### src/rtl/sdva_sqrt_cell.sv
// One result bit of a digit-by-digit integer square root.
module sdva_sqrt_cell #(
  parameter int Bit = 0
) (
  input  logic [63:0] d_i,
  input  logic [31:0] r_i,
  output logic [63:0] d_o,
  output logic [31:0] r_o
);

  logic [65:0] trial;
  logic        ge;

  // d_i holds n - r^2; the bit is kept when (r + 2^Bit)^2 <= n.
  assign trial = (66'(r_i) << (Bit + 1)) + (66'(1) << (2 * Bit));
  assign ge    = 66'(d_i) >= trial;
  assign d_o   = ge ? 64'(66'(d_i) - trial) : d_i;
  assign r_o   = ge ? (r_i | (32'(1) << Bit)) : r_i;

endmodule

### config.mk
export PLATFORM = sky130hd
export DESIGN_NAME = sdva_sqrt_cell
export DESIGN_NICKNAME = d
export VERILOG_FILES = /design/src/rtl/sdva_sqrt_cell.sv
export SDC_FILE = /design/constraint.sdc
export NUM_CORES = 1
export LEC_CHECK = 0
export BUFFER_PORTS_ARGS = -buffer_cell sky130_fd_sc_hd__buf_2
export CELL_PAD_IN_SITES_DETAIL_PLACEMENT = 1
export CELL_PAD_IN_SITES_GLOBAL_PLACEMENT = 2
export CORE_MARGIN = 5
export CORE_UTILIZATION = 22
export DETAILED_ROUTE_END_ITERATION = 8
export PLACE_DENSITY = 0.84
export SYNTH_ARGS = -nofsm -noshare
export SYNTH_HDL_FRONTEND = slang
export SYNTH_SLANG_ARGS = --single-unit
### constraint.sdc
create_clock -name vclk -period 3.5
set_input_delay 0.175 -clock vclk [all_inputs]
set_output_delay 0.175 -clock vclk [all_outputs]
set_load 0.01 [all_outputs]
After elaboration in Yosys (flattened, before gate mapping). Index checks and enable logic that the tools add are counted.

Register bits: 0. Bits of input ports: 96. Word-level logic and storage cells: 5.

$add $sub $neg: 2. Order comparisons: 1. Multiplexer cells: 2.

Operators with widths (number): >= comparator 64 x 34 -> 1 bit (1); two-way mux 64 bit (1); subtractor 64 x 34 -> 64 bit (1); adder 33 x 1 -> 34 bit, second input constant (1); two-way mux 1 bit (1).

Logic depth before layout (Yosys ltp).
Depth in word-level cells: 3. Depth in mapped cells: 12. Mapped depth without buffers: 11.

Worst setup path after synthesis. OpenSTA, ideal clock, no wires.

Path type: input-to-output. From: input port r_i[20]. To: output port d_o[62]. Data arrival time: 2604 ps. Path slack: 721 ps. Stages: 11. Buffers on the path: 2. Cell sequence: inv_1 -> ha_1 -> buf_4 -> nand4_2 -> or4_4 -> a2111oi_4 -> a211oi_1 -> buf_6 -> a2111oi_4 -> o311ai_1 -> xnor2_1.

Longest elaborated chain between the ends: 3. Elaborated cells between the ends (all ways): 4. Those cells by class: add/sub: 2; order compare: 1; mux: 1.

Ends and longest elaborated chain: from (decl) (RTL line 6) `input logic [31:0] r_i,`; adder 33 x 1 -> 34 bit (*) (RTL line 15) `assign trial = (66'(r_i) << (Bit + 1)) + (66'(1) << (2 * Bit));`; subtractor 64 x 34 -> 64 bit / >= comparator 64 x 34 -> 1 bit (equally long branches) (RTL line 17, 16); two-way mux 64 bit (*) (RTL line 17) `assign d_o = ge ? 64'(66'(d_i) - trial) : d_i;`; to (decl) (RTL line 7) `output logic [63:0] d_o,`.

Mark *: on every way between the ends. The rest lies on a longest branch, timed or not.

Worst setup path after layout.
From: input port d_i[13]. To: output port d_o[40].

Longest elaborated chain between the ends: 2. Elaborated cells between the ends (all ways): 3. Those cells by class: add/sub: 1; order compare: 1; mux: 1.

Ends and longest elaborated chain: from (decl) (RTL line 5) `input logic [63:0] d_i,`; subtractor 64 x 34 -> 64 bit / >= comparator 64 x 34 -> 1 bit (equally long branches) (RTL line 17, 16); two-way mux 64 bit (*) (RTL line 17).

Marked as above.

==> results.sh <==
export IMPL_outcome="finished, final reports clean"
export IMPL_wl_per_cell_um=14.7
export IMPL_io_buffers=192
export IMPL_max_stage_delay_ns=0.38
export IMPL_netlist_area_sq_um=3320
export IMPL_yosysTopAreaCellShare=0.124
export IMPL_ios=192
export IMPL_die_w_um=133
export IMPL_powerDensity_nw_per_um2=178
export IMPL_via_per_inst=4.76
export IMPL_num_vias=4145
export IMPL_postRouteAntennaNets=0
export IMPL_cts_setup_buffers=0
export IMPL_dr_pass1_iters=4
export IMPL_drive_above_1_share=0.331
export IMPL_clock_buffers=0
export IMPL_crit_path_start_kind="input port"
export IMPL_grt_pass1_wl_mm=21.3
export IMPL_ys_warn_count=0
export IMPL_max_freq_ghz=0.318
export IMPL_grt_pass1_vias=4427
export IMPL_hold_viol=0
export IMPL_worstSetupEndpointType="output pin"
export IMPL_finalNetCount=814
export IMPL_layout_min_cycle_time_ns=3.15
export IMPL_cp_num_buf_inv=3
export IMPL_syn_inst=522
export IMPL_ctsHoldBuffers=0
export IMPL_core_area_sq_um=15000
export IMPL_initial_core_util=0.221
export IMPL_fin_tns_setup_ns=0
export IMPL_path_cells="buf_2 > ha_1 > a21oi_1 > o211ai_1 > a211oi_2 > a21oi_1 > a21oi_1 > o211ai_1 > buf_4 > or3_1 > xnor2_1 > buf_2"
export IMPL_layout_setup_ws_ns=0.351
export IMPL_fillers=1960
export IMPL_seq_area_frac_synth=0
export IMPL_track_usage=0.137
export IMPL_cp_required_ns=3.32
export IMPL_finalMaxSlewViolations=0
export IMPL_setup_violations=0
export IMPL_grt_overflow=0
export IMPL_worstPathArrival_ns=2.97
export IMPL_hold_path_class="input port to output pin"
export IMPL_slew_headroom=0.621
export IMPL_period_share=0.900
export IMPL_cts_resized=0
export IMPL_slowest_stage="a211oi_2"
export IMPL_synth_area_per_cell_sq_um=6.37
export IMPL_synth_common_cells="nand2_1, o21ai_0, a21oi_1, inv_1"
export IMPL_drv_cap=0
export IMPL_die_area_sq_um=17700
export IMPL_vdd_drop_max_uv=41.2
export IMPL_synth_most_common_cell="nand2_1"
export IMPL_regArea_sq_um=0
export IMPL_seq_cell_count=0
export IMPL_drc=0
export IMPL_rsz0062_at_grt="false"
export IMPL_p_leak_uw=0.00204
export IMPL_rows=45
export IMPL_globalplace_congestion=0.801
export IMPL_post_place_ws_ns=0.350
export IMPL_die_h_um=133
export IMPL_antenna_cells=0
export IMPL_path_max_fanout=11
export IMPL_drt_iter0_drc=128
export IMPL_antenna_found_initial=0
export IMPL_worstSetupPathType="input port to output pin"
export IMPL_yosysUniqueCellTypes=51
export IMPL_syn_to_final_growth_pct=31.1
export IMPL_cpLargestDelayFamily="compound AO/OA/AOI/OAI gates"
export IMPL_routed_wl_mm=12.8
export IMPL_cp_common_cell="a21oi_1"
export IMPL_grt_max_degree=46
export IMPL_tightestPinTransition_ns=0.565
export IMPL_dp_hpwl_mm=11.6
export IMPL_synthTopCellsByArea="ha_1, xnor2_1, nand2_1"
export IMPL_synth_nets=652
export IMPL_synth_top_area_cell="ha_1"
==> placed cells by master, fill, tap and decap left out, types with 19 or more instances in the layout <==
cell,count
xnor2_1,35
a21oi_1,41
inv_1,38
nand2_1,70
buf_2,192
buf_4,19
nor2_1,35
xor2_1,27
o21ai_0,47
ha_1,33
==> metal layers <==
metal  GRT usage  vias up  wire (um)  share of wire
met1       0.172     1886       5640           0.44
met5           0        -          0              0
met4    0.000577        0          0              0
met2       0.253      113       6200           0.48
met3      0.0304        0        951          0.074
li1            -     2146          -              -
==> layout make-up <==
cell class	count	area, sq um	share of cell area
multi-input combinational	432	2860	0.655
timing repair buffer	212	1120	0.258
tap	188	235	0.0540
inverter	38	143	0.0327
==> worst paths after layout <==
kind,startpoint,endpoint,cells after the start
max,d_i[13],d_o[40],12
min,r_i[9],r_o[9],2
==> per-stage QoR <==
stage	utilization	total power, uW	cells	cell area (sq um)	hold WS [ns]
after floorplan	-	482	522	3320	0.430
after global placement	0.290	786	870	4360	0.550
after detailed placement	0.290	786	870	4360	0.552
after CTS	0.290	791	870	4360	0.552
after global routing	0.290	863	870	4360	0.556
final	0.290	775	870	4360	0.549
==> report_power, final <==
part	internal, uW	switching (uW)	total (uW)	leakage [uW]
clock network	0	0	0	0
logic	328	448	775	0.00204
registers	0	0	0	0
total	328	448	775	0.00204
==> kinds of logic (layout without fill, tap and decap cells) <==
kind of cell,count (synthesis),in the layout,share of synthesized area
compound gates,142,142,0.271
buf+inv,90,250,0.145
xor+xnor,62,62,0.163
simple gates,189,189,0.274
mux,5,5,0.0166
fa+ha+maj,34,34,0.130
(Power assumes the default switching activity.)
