## src/rtl/sdva_div_cell.sv

```systemverilog
// One quotient bit of a restoring division.
module sdva_div_cell #(
  parameter int W     = 48,
  parameter int Shift = 0
) (
  input  logic [W-1:0] rem_i,
  input  logic [31:0]  den_i,
  output logic [W-1:0] rem_o,
  output logic         bit_o
);

  logic [W-1:0] dsh;

  assign dsh   = W'(den_i) << Shift;
  assign bit_o = rem_i >= dsh;
  assign rem_o = bit_o ? (rem_i - dsh) : rem_i;

endmodule

```

## config.mk

```make
export PLATFORM = sky130hd
export DESIGN_NAME = sdva_div_cell
export DESIGN_NICKNAME = d
export VERILOG_FILES = /design/src/rtl/sdva_div_cell.sv
export SDC_FILE = /design/constraint.sdc
export NUM_CORES = 1
export LEC_CHECK = 0
export ABC_AREA = 1
export BUFFER_PORTS_ARGS = -buffer_cell sky130_fd_sc_hd__buf_4
export CAP_MARGIN = 20
export CORE_MARGIN = 2
export CORE_UTILIZATION = 47
export DETAILED_ROUTE_END_ITERATION = 6
export PLACE_DENSITY = 0.81
export SYNTH_ARGS = -nofsm -noshare
export SYNTH_HDL_FRONTEND = slang
export SYNTH_SLANG_ARGS = --single-unit
```

## constraint.sdc

```tcl
create_clock -name vclk -period 2.35
set_input_delay 0.235 -clock vclk [all_inputs]
set_output_delay 0.235 -clock vclk [all_outputs]
set_load 0.03 [all_outputs]
```

# After elaboration in Yosys (flattened, before gate mapping)
# Cells that the tools add are included.
[totals]
out_inout_bits = 49
ff_bits = 0
elab_cells = 3
inputBits = 80
[op_classes]
n_mux = 1
n_lt_le_gt_ge = 1
n_addsub = 1
[op_table]
columns = ["operator", "n"]
rows = [
  ["greater-or-equal comparator 48 x 32 -> 1 bit", 1],
  ["2-to-1 mux 48 bit", 1],
  ["subtractor 48 x 32 -> 48 bit", 1],
]

# Logic depth before layout (Yosys ltp)
# Gate-level depths: netlist of the first run.
[depth]
depth_word = 2
depth_mapped = 16
ltp_nobuf = 15

# Worst setup path before layout of the first run
# Ideal clock, no wire load.
[synth_timing]
kind = "input to output"
start = "input port rem_i[0]"
end = "output port rem_o[33]"
arrival_time_ns = 2.213
n_path_buf = 1
stages = 15
required_ns = 2.115
slack_ns = -0.098
path_cell_list = "inv_1 > ha_1 > fa_1 > inv_1 > nand3_1 > nand3_2 > nand2_1 > nand2_2 > nand2_2 > nand2_4 > nand2_4 > nand3_4 > inv_4 > buf_2 > a21oi_1"
[synth_via]
elab_chain_cells = 2
word_cells_on_any_way = 3
cone_classes = "add/sub (1); order compare (1); mux (1)"
[synth_lines]
columns = ["item", "line_no", "source"]
rows = [
  ["from (decl)", "6", "input logic [W-1:0] rem_i,"],
  ["subtractor 48 x 32 -> 48 bit / greater-or-equal comparator 48 x 32 -> 1 bit (equally long branches)", "16, 15", ""],
  ["2-to-1 mux 48 bit *", "16", "assign rem_o = bit_o ? (rem_i - dsh) : rem_i;"],
  ["to (decl)", "8", "output logic [W-1:0] rem_o,"],
]
# Every way passes the cells marked *; elsewhere a longest branch is shown, timed or not.

# Worst setup path in the final report of the first run
[layout_timing]
start = "input port rem_i[12]"
end = "output port rem_o[17]"
# The elaborated chain is that of the path after synthesis.

==> impl_metrics.toml, run 1 <==
[outcome]
status = "complete, but fails checks"
violations = "setup timing"

[timing]
period_share = 1.04
slew_viol_final = 0
setup_ws_ps = -93.4
slew_headroom = 0.765
tns_ps = -755
hold_ws_ps = 786
fmax_mhz = 409
setup_viol = 34
period_needed_ps = 2440
worst_slew_pin_slew_ps = 349
rsz0062_at_grt = "yes"
finalHoldViolations = 0

[pwr]
intPower_mw = 0.837
power.leakage_nw = 3.82
power_switching_mw = 1.10
p_sw_frac = 0.568
p_per_area_nw_per_um2 = 292
ir_drop_mv = 0.245
combPwrFrac = 1.000
p_seq_frac = 0
power_mw = 1.94
power.share.clock = 0

[logic_synthesis]
yosysTopAreaCellShare = 0.337
ys_seq_area_frac = 0
synth_cells = 877
yosys_warnings = 0
synthTopCellsByArea = "nand2_1 (34%), inv_1 (18%), ha_1 (9.7%)"
syn_nets = 990
synth_top_area_cell = "nand2_1"
synthesis.area_um2 = 4110
synth_area_per_cell_um2 = 4.69
synth_cell_types = 33

[critical_path]
endpoint_kind = "output port"
crit_type = "in2out"
worstPathArrival_ps = 2210
required_ps = 2120
critical_path.max_fanout = 4
start_kind = "input pin"

[global_route]
grt_max_degree = 27
grt_overflow = 0
grt_pass1_vias = 5197
antenna_found_initial = 0
grt_first_pass_wirelength_mm = 23.3
grtUsageTotal = 0.291

[floorplan]
die_y_um = 97.5
die_area_um2 = 9510
io_pins = 129
start_util = 0.478
rows = 34
coreArea_um2 = 8590
die_w_um = 97.5

[finish]
final_cell_area_um2 = 6650
fin_util = 0.774
drive_gt1_frac = 0.334
syn2layout_area_growth_pct = 61.8
final_cell_mix = "nand2_1 (337), inv_1 (193), buf_4 (146), buf_6 (47), nor2_1 (45)"
fillers = 711
clkbuf_count = 0
antennaDiodeCount = 0
final_nets = 1186
final_common_cell = "nand2_1"
fin_cells = 1179
register_area_um2 = 0
design.seq.count = 0

[place]
place_area_um2 = 5670
dpl.hpwl_mm = 12.6
io_buffers = 129
gp_congestion = 0.959
placed_cells = 1163
place_ws_ps = -133

[routing]
drtIter0Drc = 377
routed_wl_mm = 17.1
drc = 0
wire_per_inst_um = 14.5
vias_per_cell = 5.19
dr.pass1.iters = 5
dr_total_vias = 6122
postRouteAntennaNets = 0

[worst_hold_path]
hold_class = "in2out"

[run]
max_cap_violations = 0

[clock_tree]
ctsHoldBuffers = 0
[synthesized netlist by cell type]
cell type / count
o21ai_0: 5
ha_1: 32
a21oi_2: 2
inv_1: 195
or2_2: 1
buf_2: 2
clkinv_1: 1
nand2_1: 369
nor2_4: 3
buf_4: 5
nor3_2: 2
buf_6: 2
nor4_1: 1
o21a_1: 1
xnor2_1: 17
nand2_2: 10
nand3_1: 47
o21bai_1: 2
nor2_2: 6
fa_1: 1
nand3b_1: 11
xor2_1: 3
inv_2: 9
nand4_1: 14
nand3_4: 1
o21ai_1: 21
nand3_2: 4
nor2_1: 64
a21oi_1: 31
nand2_4: 2
inv_4: 1
and2_1: 5
nor3_1: 7
[layer usage]
layer,up-vias,GRT usage,part of all wire
met4,0,0.0385,0.019
met2,285,0.498,0.49
met1,2770,0.418,0.42
met5,-,0,0
li1,3032,-,-
met3,35,0.00719,0.075
[logic make-up (layout without fill, tap and decap cells)]
family,after synthesis,count (layout),synth area share
compound gates,62,62,0.0791
fa+ha+maj,33,33,0.102
buf+inv,215,409,0.206
xor+xnor,20,20,0.0426
simple gates,547,547,0.570
[power by group through the flow]
stage | logic [mW] | registers, mW | clock network, mW
final | 1.94 | 0 | 0
after floorplan | 0.992 | 0 | 0
after global routing | 2.07 | 0 | 0
after detailed placement | 1.62 | 0 | 0
after global placement | 1.61 | 0 | 0
after CTS | 1.65 | 0 | 0
[critical path, cell delays in order]
cell and delay, ps:
buf_4 130, ha_1 380, nand2_2 150, inv_1 70
nand2_1 60, inv_1 70, buf_4 150, nand2_1 90
inv_1 100, nand2_1 80, nand2_1 140, xnor2_1 330
o21ai_4 90, buf_6 140
[final cells by class]
| type | instances | area (um^2) | share of cell area |
|---|---|---|---|
| inverters | 206 | 788 | 0.119 |
| multi-input cells | 662 | 3890 | 0.585 |
| well taps | 108 | 135 | 0.0203 |
| repair buffers | 203 | 1840 | 0.276 |
[final timing paths]
path	from	end	slack, ps	cells past startpoint
hold / removal	rem_i[4]	rem_o[4]	790	4
setup / recovery	rem_i[12]	rem_o[17]	-90	14
[timing repair]
item                                    4_1_cts  5_1_grt
endpoints found under the setup margin       46       48
cloned                                        0        6
buffers inserted                              1        9
pin swaps                                     1       21
resized for setup                            20      167
Power figures use the tool's default switching activity.
==> run 2, diff against run 1 <==
BUFFER_PORTS_ARGS = -buffer_cell sky130_fd_sc_hd__buf_2   (was -buffer_cell sky130_fd_sc_hd__buf_4)
==> run 2 against run 1 <==
The run still ends with setup timing left. Fmax shrank 2.2%. Die area stayed put. Setup slack lost 56 ps. First-iteration DRC count rose by 7.4%. Non-clock buffer count increased by 8.
==> impl_metrics.toml, run 2 (same netlist as run 1, synthesis figures left out) <==
[outcome]
status = "complete, but fails checks"
violations = "setup timing"

[critical_path]
critical_path.max_fanout = 4
worstPathArrival_ps = 2260
worst-path-buf-inv = 6
cp_slowest_cell = "ha_1"
endpoint_kind = "output port"
required_ps = 2120
crit_type = "in2out"
critPathTopFamily = "simple AND/OR/NAND/NOR gates"
slowest_delay_ps = 360
start_kind = "input pin"
cpMostUsedCell = "nand2_1"
crit_chain = "buf_2, ha_1, nand2_1, nand2_1, inv_1, nand2_1, inv_1, nand3_1, nand2_1, inv_1, o21ai_0, buf_4, nand3_2, nand2_1, buf_6"

[run]
max_cap_violations = 0

[timing]
period_share = 1.06
hold_ws_ps = 792
fmax_mhz = 400
finalHoldViolations = 0
setup_viol = 46
slew_viol_final = 0
slew_headroom = 0.748
setup_ws_ps = -149
rsz0062_at_grt = "yes"
worst_slew_pin_slew_ps = 376
period_needed_ps = 2500

[pwr]
p_per_area_nw_per_um2 = 294
ir_drop_mv = 0.200
power_mw = 1.94
power.leakage_nw = 3.81

[routing]
wire_per_inst_um = 15.3
postRouteAntennaNets = 0
vias_per_cell = 5.31
drtIter0Drc = 405
dr.pass1.iters = 5
dr_total_vias = 6314
routed_wl_mm = 18.1
drc = 0

[floorplan]
coreArea_um2 = 8590
rows = 34
die_y_um = 97.5
io_pins = 129
start_util = 0.478
die_area_um2 = 9510
die_w_um = 97.5

[global_route]
grt_pass1_vias = 5428
grtUsageTotal = 0.308
grt_overflow = 0
grt_first_pass_wirelength_mm = 24.4
grt_max_degree = 17
antenna_found_initial = 0

[place]
gp_congestion = 0.974
dpl.hpwl_mm = 12.8
io_buffers = 129
placed_cells = 1175

[finish]
final_cell_mix = "nand2_1 (327), inv_1 (192), buf_2 (78), buf_4 (71), nor2_1 (54)"
fin_cells = 1188
final_common_cell = "nand2_1"
design.seq.count = 0
syn2layout_area_growth_pct = 60.7
register_area_um2 = 0
drive_gt1_frac = 0.338
clkbuf_count = 0
final_nets = 1195
antennaDiodeCount = 0

[worst_hold_path]
hold_path_end = "rem_o[0]"
hold_depth = 4
min_from = "rem_i[0]"
hold_class = "in2out"

[clock_tree]
ctsHoldBuffers = 0
## run 2: power breakdown
group	internal, mW	switching, mW	total [mW]
clock	0	0	0
sequential	0	0	0
combinational	0.817	1.12	1.94
## run 2: per-layer routing
metal,GRT usage,vias up,share of wire
li1,-,3043,-
met1,0.410,2838,0.38
met2,0.560,348,0.49
met3,0.0165,85,0.092
met4,0.0427,0,0.041
met5,0,-,0
## run 2: final cells by class
class                      instances  area (um^2)
timing repair buffer             211         1750
timing repair inverter             1         11.3
tap                              108          135
multi-input combinational        662         3920
inverter                         206          788
fill                             651         1990
## run 2: worst max-delay path by stage
stage,start,end,cells past startpoint
floorplan,rem_i[0],rem_o[33],15
global placement,rem_i[0],rem_o[42],17
detailed placement,rem_i[0],rem_o[42],17
CTS,rem_i[20],rem_o[1],13
global route,rem_i[12],rem_o[41],16
finish,rem_i[10],rem_o[19],15
## run 2: timing repair
action / CTS / global route
setup buffers: 2 / 5
pin swaps: 4 / 21
gates resized for setup: 66 / 179
setup endpoints to repair: 49 / 49
gates cloned: 0 / 6
## run 2: through the flow
step / setup WS, ps / area, um^2 / setup TNS (ps) / util
finish: -149 / 6610 / -4400 / 0.769
global route: -275 / 6610 / -8400 / 0.769
CTS: -24.1 / 5700 / -189 / 0.663
detailed placement: -199 / 5480 / -5880 / 0.637
global placement: -151 / 5480 / -3580 / 0.637
floorplan: -98.4 / 4180 / -984 / -
