<file path="config.mk">
export PLATFORM = sky130hd
export DESIGN_NAME = sdva_cordic_cell
export DESIGN_NICKNAME = d
export VERILOG_FILES = /design/src/rtl/sdva_pkg.sv /design/src/rtl/sdva_cordic_cell.sv
export SDC_FILE = /design/constraint.sdc
export NUM_CORES = 1
export LEC_CHECK = 0
export BUFFER_PORTS_ARGS = -buffer_cell sky130_fd_sc_hd__buf_2
export CORE_ASPECT_RATIO = 0.8
export CORE_MARGIN = 2
export CORE_UTILIZATION = 40
export DETAILED_ROUTE_END_ITERATION = 10
export GPL_TIMING_DRIVEN = 0
export PLACE_DENSITY = 0.68
export SETUP_SLACK_MARGIN = 0.15
export SYNTH_ARGS = -nofsm -noshare
export SYNTH_HDL_FRONTEND = slang
export SYNTH_SLANG_ARGS = --single-unit
</file>
<file path="constraint.sdc">
create_clock -name vclk -period 2.55
set_input_delay 0.255 -clock vclk [all_inputs]
set_output_delay 0.255 -clock vclk [all_outputs]
set_load 0.02 [all_outputs]
</file>
<file path="src/rtl/sdva_pkg.sv">
// Shared types, constants and the arctangent step table of the sky dome vertex attribute core.
package sdva_pkg;

  localparam int CoordBits = 16;
  localparam int UvBits    = 16;
  localparam int FracBits  = CoordBits - 2;

  // Configuration register indexes.
  typedef enum logic [1:0] {
    CfgEmitNormal   = 2'd0,
    CfgEmitTangent  = 2'd1,
    CfgEmitTexcoord = 2'd2
  } cfg_idx_e;

  typedef struct packed {
    logic signed [CoordBits-1:0] pos_x;
    logic signed [CoordBits-1:0] pos_y;
    logic signed [CoordBits-1:0] pos_z;
  } in_t;

  typedef struct packed {
    logic signed [CoordBits-1:0] norm_x;
    logic signed [CoordBits-1:0] norm_y;
    logic signed [CoordBits-1:0] norm_z;
    logic signed [CoordBits-1:0] tan_x;
    logic signed [CoordBits-1:0] tan_y;
    logic signed [CoordBits-1:0] tan_z;
    logic [UvBits-1:0]           tex_u;
    logic [UvBits-1:0]           tex_v;
    logic                        degenerate;
  } out_t;

  // Everything one vertex carries down the pipeline.
  typedef struct packed {
    logic               sx;
    logic               sy;
    logic               sz;
    logic               zle;
    logic               deg;
    logic               pole;
    logic [30:0]        a;
    logic [30:0]        b;
    logic [30:0]        c;
    logic [61:0]        sa;
    logic [61:0]        sb;
    logic [61:0]        sc;
    logic [63:0]        len_d;
    logic [63:0]        rho_d;
    logic [31:0]        len;
    logic [31:0]        rho;
    logic signed [35:0] cx;
    logic signed [35:0] cy;
    logic signed [33:0] ang;
    logic [47:0]        rnx;
    logic [47:0]        rny;
    logic [47:0]        rnz;
    logic [47:0]        rtx;
    logic [47:0]        rty;
    logic [14:0]        qnx;
    logic [14:0]        qny;
    logic [14:0]        qnz;
    logic [14:0]        qtx;
    logic [14:0]        qty;
    logic [30:0]        phi;
    logic [61:0]        pa;
    logic [61:0]        pb;
    logic [63:0]        ru;
    logic [63:0]        rv;
    logic [30:0]        qu;
    logic [30:0]        qv;
  } pipe_t;

  // atan(2^-i) scaled so that a quarter turn is 2^30.
  function automatic logic [29:0] atan_step(input int i);
    logic [29:0] t;
    case (i)
      0:  t = 30'h20000000;
      1:  t = 30'h12E4051E;
      2:  t = 30'h09FB385B;
      3:  t = 30'h051111D4;
      4:  t = 30'h028B0D43;
      5:  t = 30'h0145D7E1;
      6:  t = 30'h00A2F61E;
      7:  t = 30'h00517C55;
      8:  t = 30'h0028BE53;
      9:  t = 30'h00145F2F;
      10: t = 30'h000A2F98;
      11: t = 30'h000517CC;
      12: t = 30'h00028BE6;
      13: t = 30'h000145F3;
      14: t = 30'h0000A2FA;
      15: t = 30'h0000517D;
      16: t = 30'h000028BE;
      17: t = 30'h0000145F;
      18: t = 30'h00000A30;
      19: t = 30'h00000518;
      20: t = 30'h0000028C;
      21: t = 30'h00000146;
      22: t = 30'h000000A3;
      23: t = 30'h00000051;
      24: t = 30'h00000029;
      25: t = 30'h00000014;
      26: t = 30'h0000000A;
      27: t = 30'h00000005;
      28: t = 30'h00000003;
      29: t = 30'h00000001;
      30: t = 30'h00000001;
      default: t = 30'h0;
    endcase
    return t;
  endfunction

endpackage

</file>
<file path="src/rtl/sdva_cordic_cell.sv">
// One vectoring CORDIC rotation that drives y toward zero and sums the angle.
module sdva_cordic_cell #(
  parameter int Step = 0
) (
  input  logic signed [35:0] x_i,
  input  logic signed [35:0] y_i,
  input  logic signed [33:0] ang_i,
  output logic signed [35:0] x_o,
  output logic signed [35:0] y_o,
  output logic signed [33:0] ang_o
);

  logic signed [35:0] dx;
  logic signed [35:0] dy;
  logic signed [33:0] t;

  assign dx = y_i >>> Step;
  assign dy = x_i >>> Step;
  assign t  = $signed(34'(sdva_pkg::atan_step(Step)));

  always_comb begin
    if (!y_i[35]) begin
      x_o   = x_i + dx;
      y_o   = y_i - dy;
      ang_o = ang_i + t;
    end else begin
      x_o   = x_i - dx;
      y_o   = y_i + dy;
      ang_o = ang_i - t;
    end
  end

endmodule

</file>
# Yosys cells after proc, flatten, opt, wreduce, memory -nomap -nowiden
# Index checks and enable logic that the tools add are counted.
[word_totals] regBits=0 input_bits=106 out_inout_bits=106 wordCells=8
[op_classes] n_addsub=5 mux=3
[ops] op="36-bit 2-to-1 mux" count=2
[ops] op="36-bit subtractor" count=2
[ops] op="36-bit adder" count=1
[ops] op="34-bit by 31-bit adder with 34-bit output, second input constant" count=1
[ops] op="34-bit 2-to-1 mux" count=1
[ops] op="34-bit by 31-bit subtractor with 34-bit output, second input constant" count=1

# Longest topological paths before layout
[logic_depth] word_depth=2 mapped_depth=13 mapped_depth_nobuf=12

# Worst setup path before layout
# OpenSTA, ideal clock, no wires.
[synth_timing] kind="input-to-output" start="in x_i[5]" end="out x_o[35]" arrival_time_ps=2858 t_required_ps=2295 setup_slack_ps=-563 stages=13 path_buffers=2 path_cell_list="inv_1 > ha_1 > buf_2 > buf_2 > and4_1 > a21boi_0 > o21ai_0 > a21oi_1 > o21ai_0 > o21ai_0 > a221oi_1 > nor3_1 > nor4_1"
[synth_via] elab_chain_cells=2 elab_cells_between_ends=3 cone_classes="add/sub (2); mux (1)"
[synth_lines] element="start: declaration" line="sdva_cordic_cell.sv:5" source="input logic signed [35:0] x_i,"
[synth_lines] element="36-bit adder or 36-bit subtractor (tied branches)" line="sdva_cordic_cell.sv:23, sdva_cordic_cell.sv:27"
[synth_lines] element="36-bit 2-to-1 mux (*)" line="sdva_cordic_cell.sv:22" source="if (!y_i[35]) begin"
[synth_lines] element="end: declaration" line="sdva_cordic_cell.sv:8" source="output logic signed [35:0] x_o,"
# Mark *: on every way between the ends. The rest lies on a longest branch, timed or not.

# Final worst setup path
[layout_timing] start="in x_i[5]" end="out y_o[29]"
[layout_via] elab_chain_cells=2 elab_cells_between_ends=3 cone_classes="add/sub (2); mux (1)"
[layout_lines] element="36-bit subtractor or 36-bit adder (tied branches)" line="sdva_cordic_cell.sv:24, sdva_cordic_cell.sv:28"
[layout_lines] element="36-bit 2-to-1 mux (*)" line="sdva_cordic_cell.sv:22"
[layout_lines] element="end: declaration" line="sdva_cordic_cell.sv:9" source="output logic signed [35:0] y_o,"
# Marks and branches as above.

==> flow_summary.yaml <==
run_status:
  status: "finished with violations"
  violations: "setup timing"
worst_setup_path:
  start_kind: "input port"
  path_max_fanout: 8
  cp-end-kind: "output port"
  critPathKind: "in -> out"
  cp.arrival_ns: 3.01
  crit_required_ns: 2.30
sta:
  period_needed_ns: 3.26
  min_period_over_period_pct: 128
  max_clock_freq_ghz: 0.306
  worst_slack_ns: -0.714
  worstMarginPinSlew_ns: 1.16
  relSlewSlack_pct: 22.5
  setup_viol_count_final: 58
  hold_violations: 0
  slew_violations: 0
  rsz0062_at_grt: "yes"
global_route:
  grt.overflow.total: 0
  grt_usage_pct: 31.8
  antenna_found_initial: 0
  grt_first_pass_wirelength_um: 45200
  grt_start_max_net_pins: 14
  grt_pass1_vias: 8139
final_layout:
  syn_to_final_growth_pct: 65.7
  finish.utilization_pct: 67.7
  antennaDiodeCount: 0
  seq_cells: 0
  layout.area.seq_sq_um: 0
  clkbuf_count: 0
  layout.nets: 1526
  drive_gt1_share_pct: 48.8
logic_synthesis:
  syn-num-nets: 1242
  yosysSeqAreaShare_pct: 0
  yosys.area.top_type: "ha_1"
  syn_inst: 1024
  ys_types: 75
  yosys_warnings: 0
  synth_area_leaders: "ha_1 20%, a21oi_1 10%, xnor2_1 8.3%, inv_1 6.0%, o21ai_0 5.8%"
  postSynthAreaPerCell_sq_um: 6.58
  synth_top_area_share_pct: 20.0
  syn_area_sq_um: 6740
pwr:
  peakVddDrop_mv: 0.227
  leakagePower_nw: 5.12
  powerDensity_nw_per_um2: 344
drt:
  routedWlPerCell_um: 20.6
  antenna_left: 0
  drc: 0
  num_vias: 9033
  firstDrtPassIters: 5
  vias_per_cell: 5.92
  first_iter_violations: 838
  routed_wl_um: 31400
placement:
  hpwl_um: 23700
  port_buffers: 183
  place_congestion: 1.01
  pre_cts_ws_ns: -1.05
floorplanning:
  io_pins: 212
  core_sq_um: 16500
  fp.dieW_um: 149
  die-area_sq_um: 17900
  num_rows: 42
  initial_utilization_pct: 40.9
  die_h_um: 120
min_path:
  hold_path.class: "in -> out"
  whs_endpoint: "ang_o[12]"
  worstHoldStart: "ang_i[12]"
  whs_path_depth: 2
run:
  max_cap_viol_count: 0
## cells in the mapped netlist (4+ instances only)
library cell and instances:
nand3_1 18, a21oi_1 135, nor3_1 20, a22oi_1 5
or2_2 5, o31ai_1 14, buf_2 15, and3_1 5
o211ai_1 8, xor2_1 7, a31oi_1 8, and2_1 7
nand4_1 11, xnor2_1 64, nand2_1 58, a211o_1 7
a211oi_1 17, nor2_1 90, nand2b_1 4, nand3b_1 6
buf_4 33, mux2i_1 17, or3_1 6, ha_1 108
nor4_1 5, fa_1 4, o22ai_1 4, nor2b_1 8
o21a_1 8, inv_1 108, a2111oi_0 4, o21bai_1 22
buf_1 5, a21o_1 29, o21ai_0 78, clkbuf_1 26
## worst max-delay path by stage
stage,start,endpoint,slack (ns),cells after the start
2_1_floorplan,x_i[4],y_o[34],-0.21,12
3_3_place_gp,x_i[19],x_o[29],-1.06,14
3_5_place_dp,x_i[19],x_o[29],-1.05,14
4_1_cts,x_i[5],x_o[30],-0.85,15
5_1_grt,x_i[5],y_o[29],-0.76,18
6_report,x_i[5],y_o[29],-0.71,18
## critical path, stage by stage
cell and delay, ns:
buf_8 0.10, inv_6 0.04, ha_4 0.19, buf_8 0.13, buf_6 0.12, buf_8 0.13, nand3_1 0.10, nand2_1 0.07
a221o_2 0.40, a31oi_4 0.27, o211ai_1 0.11, buf_4 0.18, a211oi_4 0.20, buf_6 0.15, o21bai_1 0.07, mux2i_1 0.17
xnor2_1 0.15, buf_4 0.17
## per-layer routing
metal | part of all wire (%) | GRT usage (%) | vias up
li1 | - | - | 4157
met1 | 45 | 48.0 | 4289
met2 | 43 | 48.4 | 524
met3 | 9.3 | 5.32 | 63
met4 | 1.9 | 3.57 | 0
met5 | 0 | 0 | -
## stage by stage
stage | power (mW) | instances | instance area, sq um | TNS, ns | hold WS (ns)
global route | 4.03 | 1526 | 11200 | -32.14 | 0.729
CTS | 3.40 | 1489 | 10200 | -23.27 | 0.728
detailed placement | 2.90 | 1427 | 8830 | -38.97 | 0.728
finish | 3.84 | 1526 | 11200 | -29.11 | 0.726
global placement | 2.90 | 1427 | 8830 | -39.25 | 0.728
floorplan | 2.04 | 1024 | 7640 | -2.23 | 0.599
## report_power, final
part	internal (mW)	switching, mW
registers	0	0
logic	1.65	2.19
clock network	0	0
## layout make-up
| type | instances | area [sq um] |
|---|---|---|
| inverters | 112 | 478 |
| fillers | 1386 | 5330 |
| well taps | 220 | 275 |
| repair buffers | 283 | 2050 |
| multi-input cells | 832 | 7750 |
| plain buffers | 79 | 619 |
## layout by cell type (no fill, tap or decap), types with 10 or more instances in the layout
cell type | netlist | routed
a21o_1 | 29 | 29
clkbuf_2 | 0 | 13
o21ai_4 | 1 | 10
buf_2 | 15 | 117
buf_4 | 33 | 162
o21bai_1 | 22 | 17
o21ai_0 | 78 | 43
nor3_1 | 20 | 12
nor2_1 | 90 | 79
ha_4 | 0 | 23
a21oi_1 | 135 | 91
nand2_1 | 58 | 49
ha_1 | 108 | 84
o21ai_2 | 0 | 15
buf_8 | 0 | 13
inv_2 | 1 | 13
buf_6 | 1 | 42
nand3_1 | 18 | 16
a21oi_2 | 0 | 29
o21ai_1 | 2 | 13
inv_1 | 108 | 87
xnor2_2 | 0 | 36
a21oi_4 | 0 | 15
xnor2_1 | 64 | 28
nand4_1 | 11 | 11
## cell families (layout without fill, tap and decap cells)
group / Yosys count / after routing / share of synthesized area, %
AO/OA/AOI/OAI: 379 / 379 / 36.4
AND/OR/NAND/NOR: 253 / 253 / 17.8
buffers and inverters: 192 / 474 / 12.9
adder cells (fa/ha/maj): 112 / 112 / 21.2
XOR/XNOR: 71 / 71 / 9.22
multiplexers: 17 / 17 / 2.52
## what timing repair did
item	in CTS	in global routing
gates resized for setup	247	168
cloned	1	0
setup endpoints to repair	71	64
setup buffers	62	37
pin swaps	97	103
hold buffers	0	0
(Power assumes the default switching activity.)
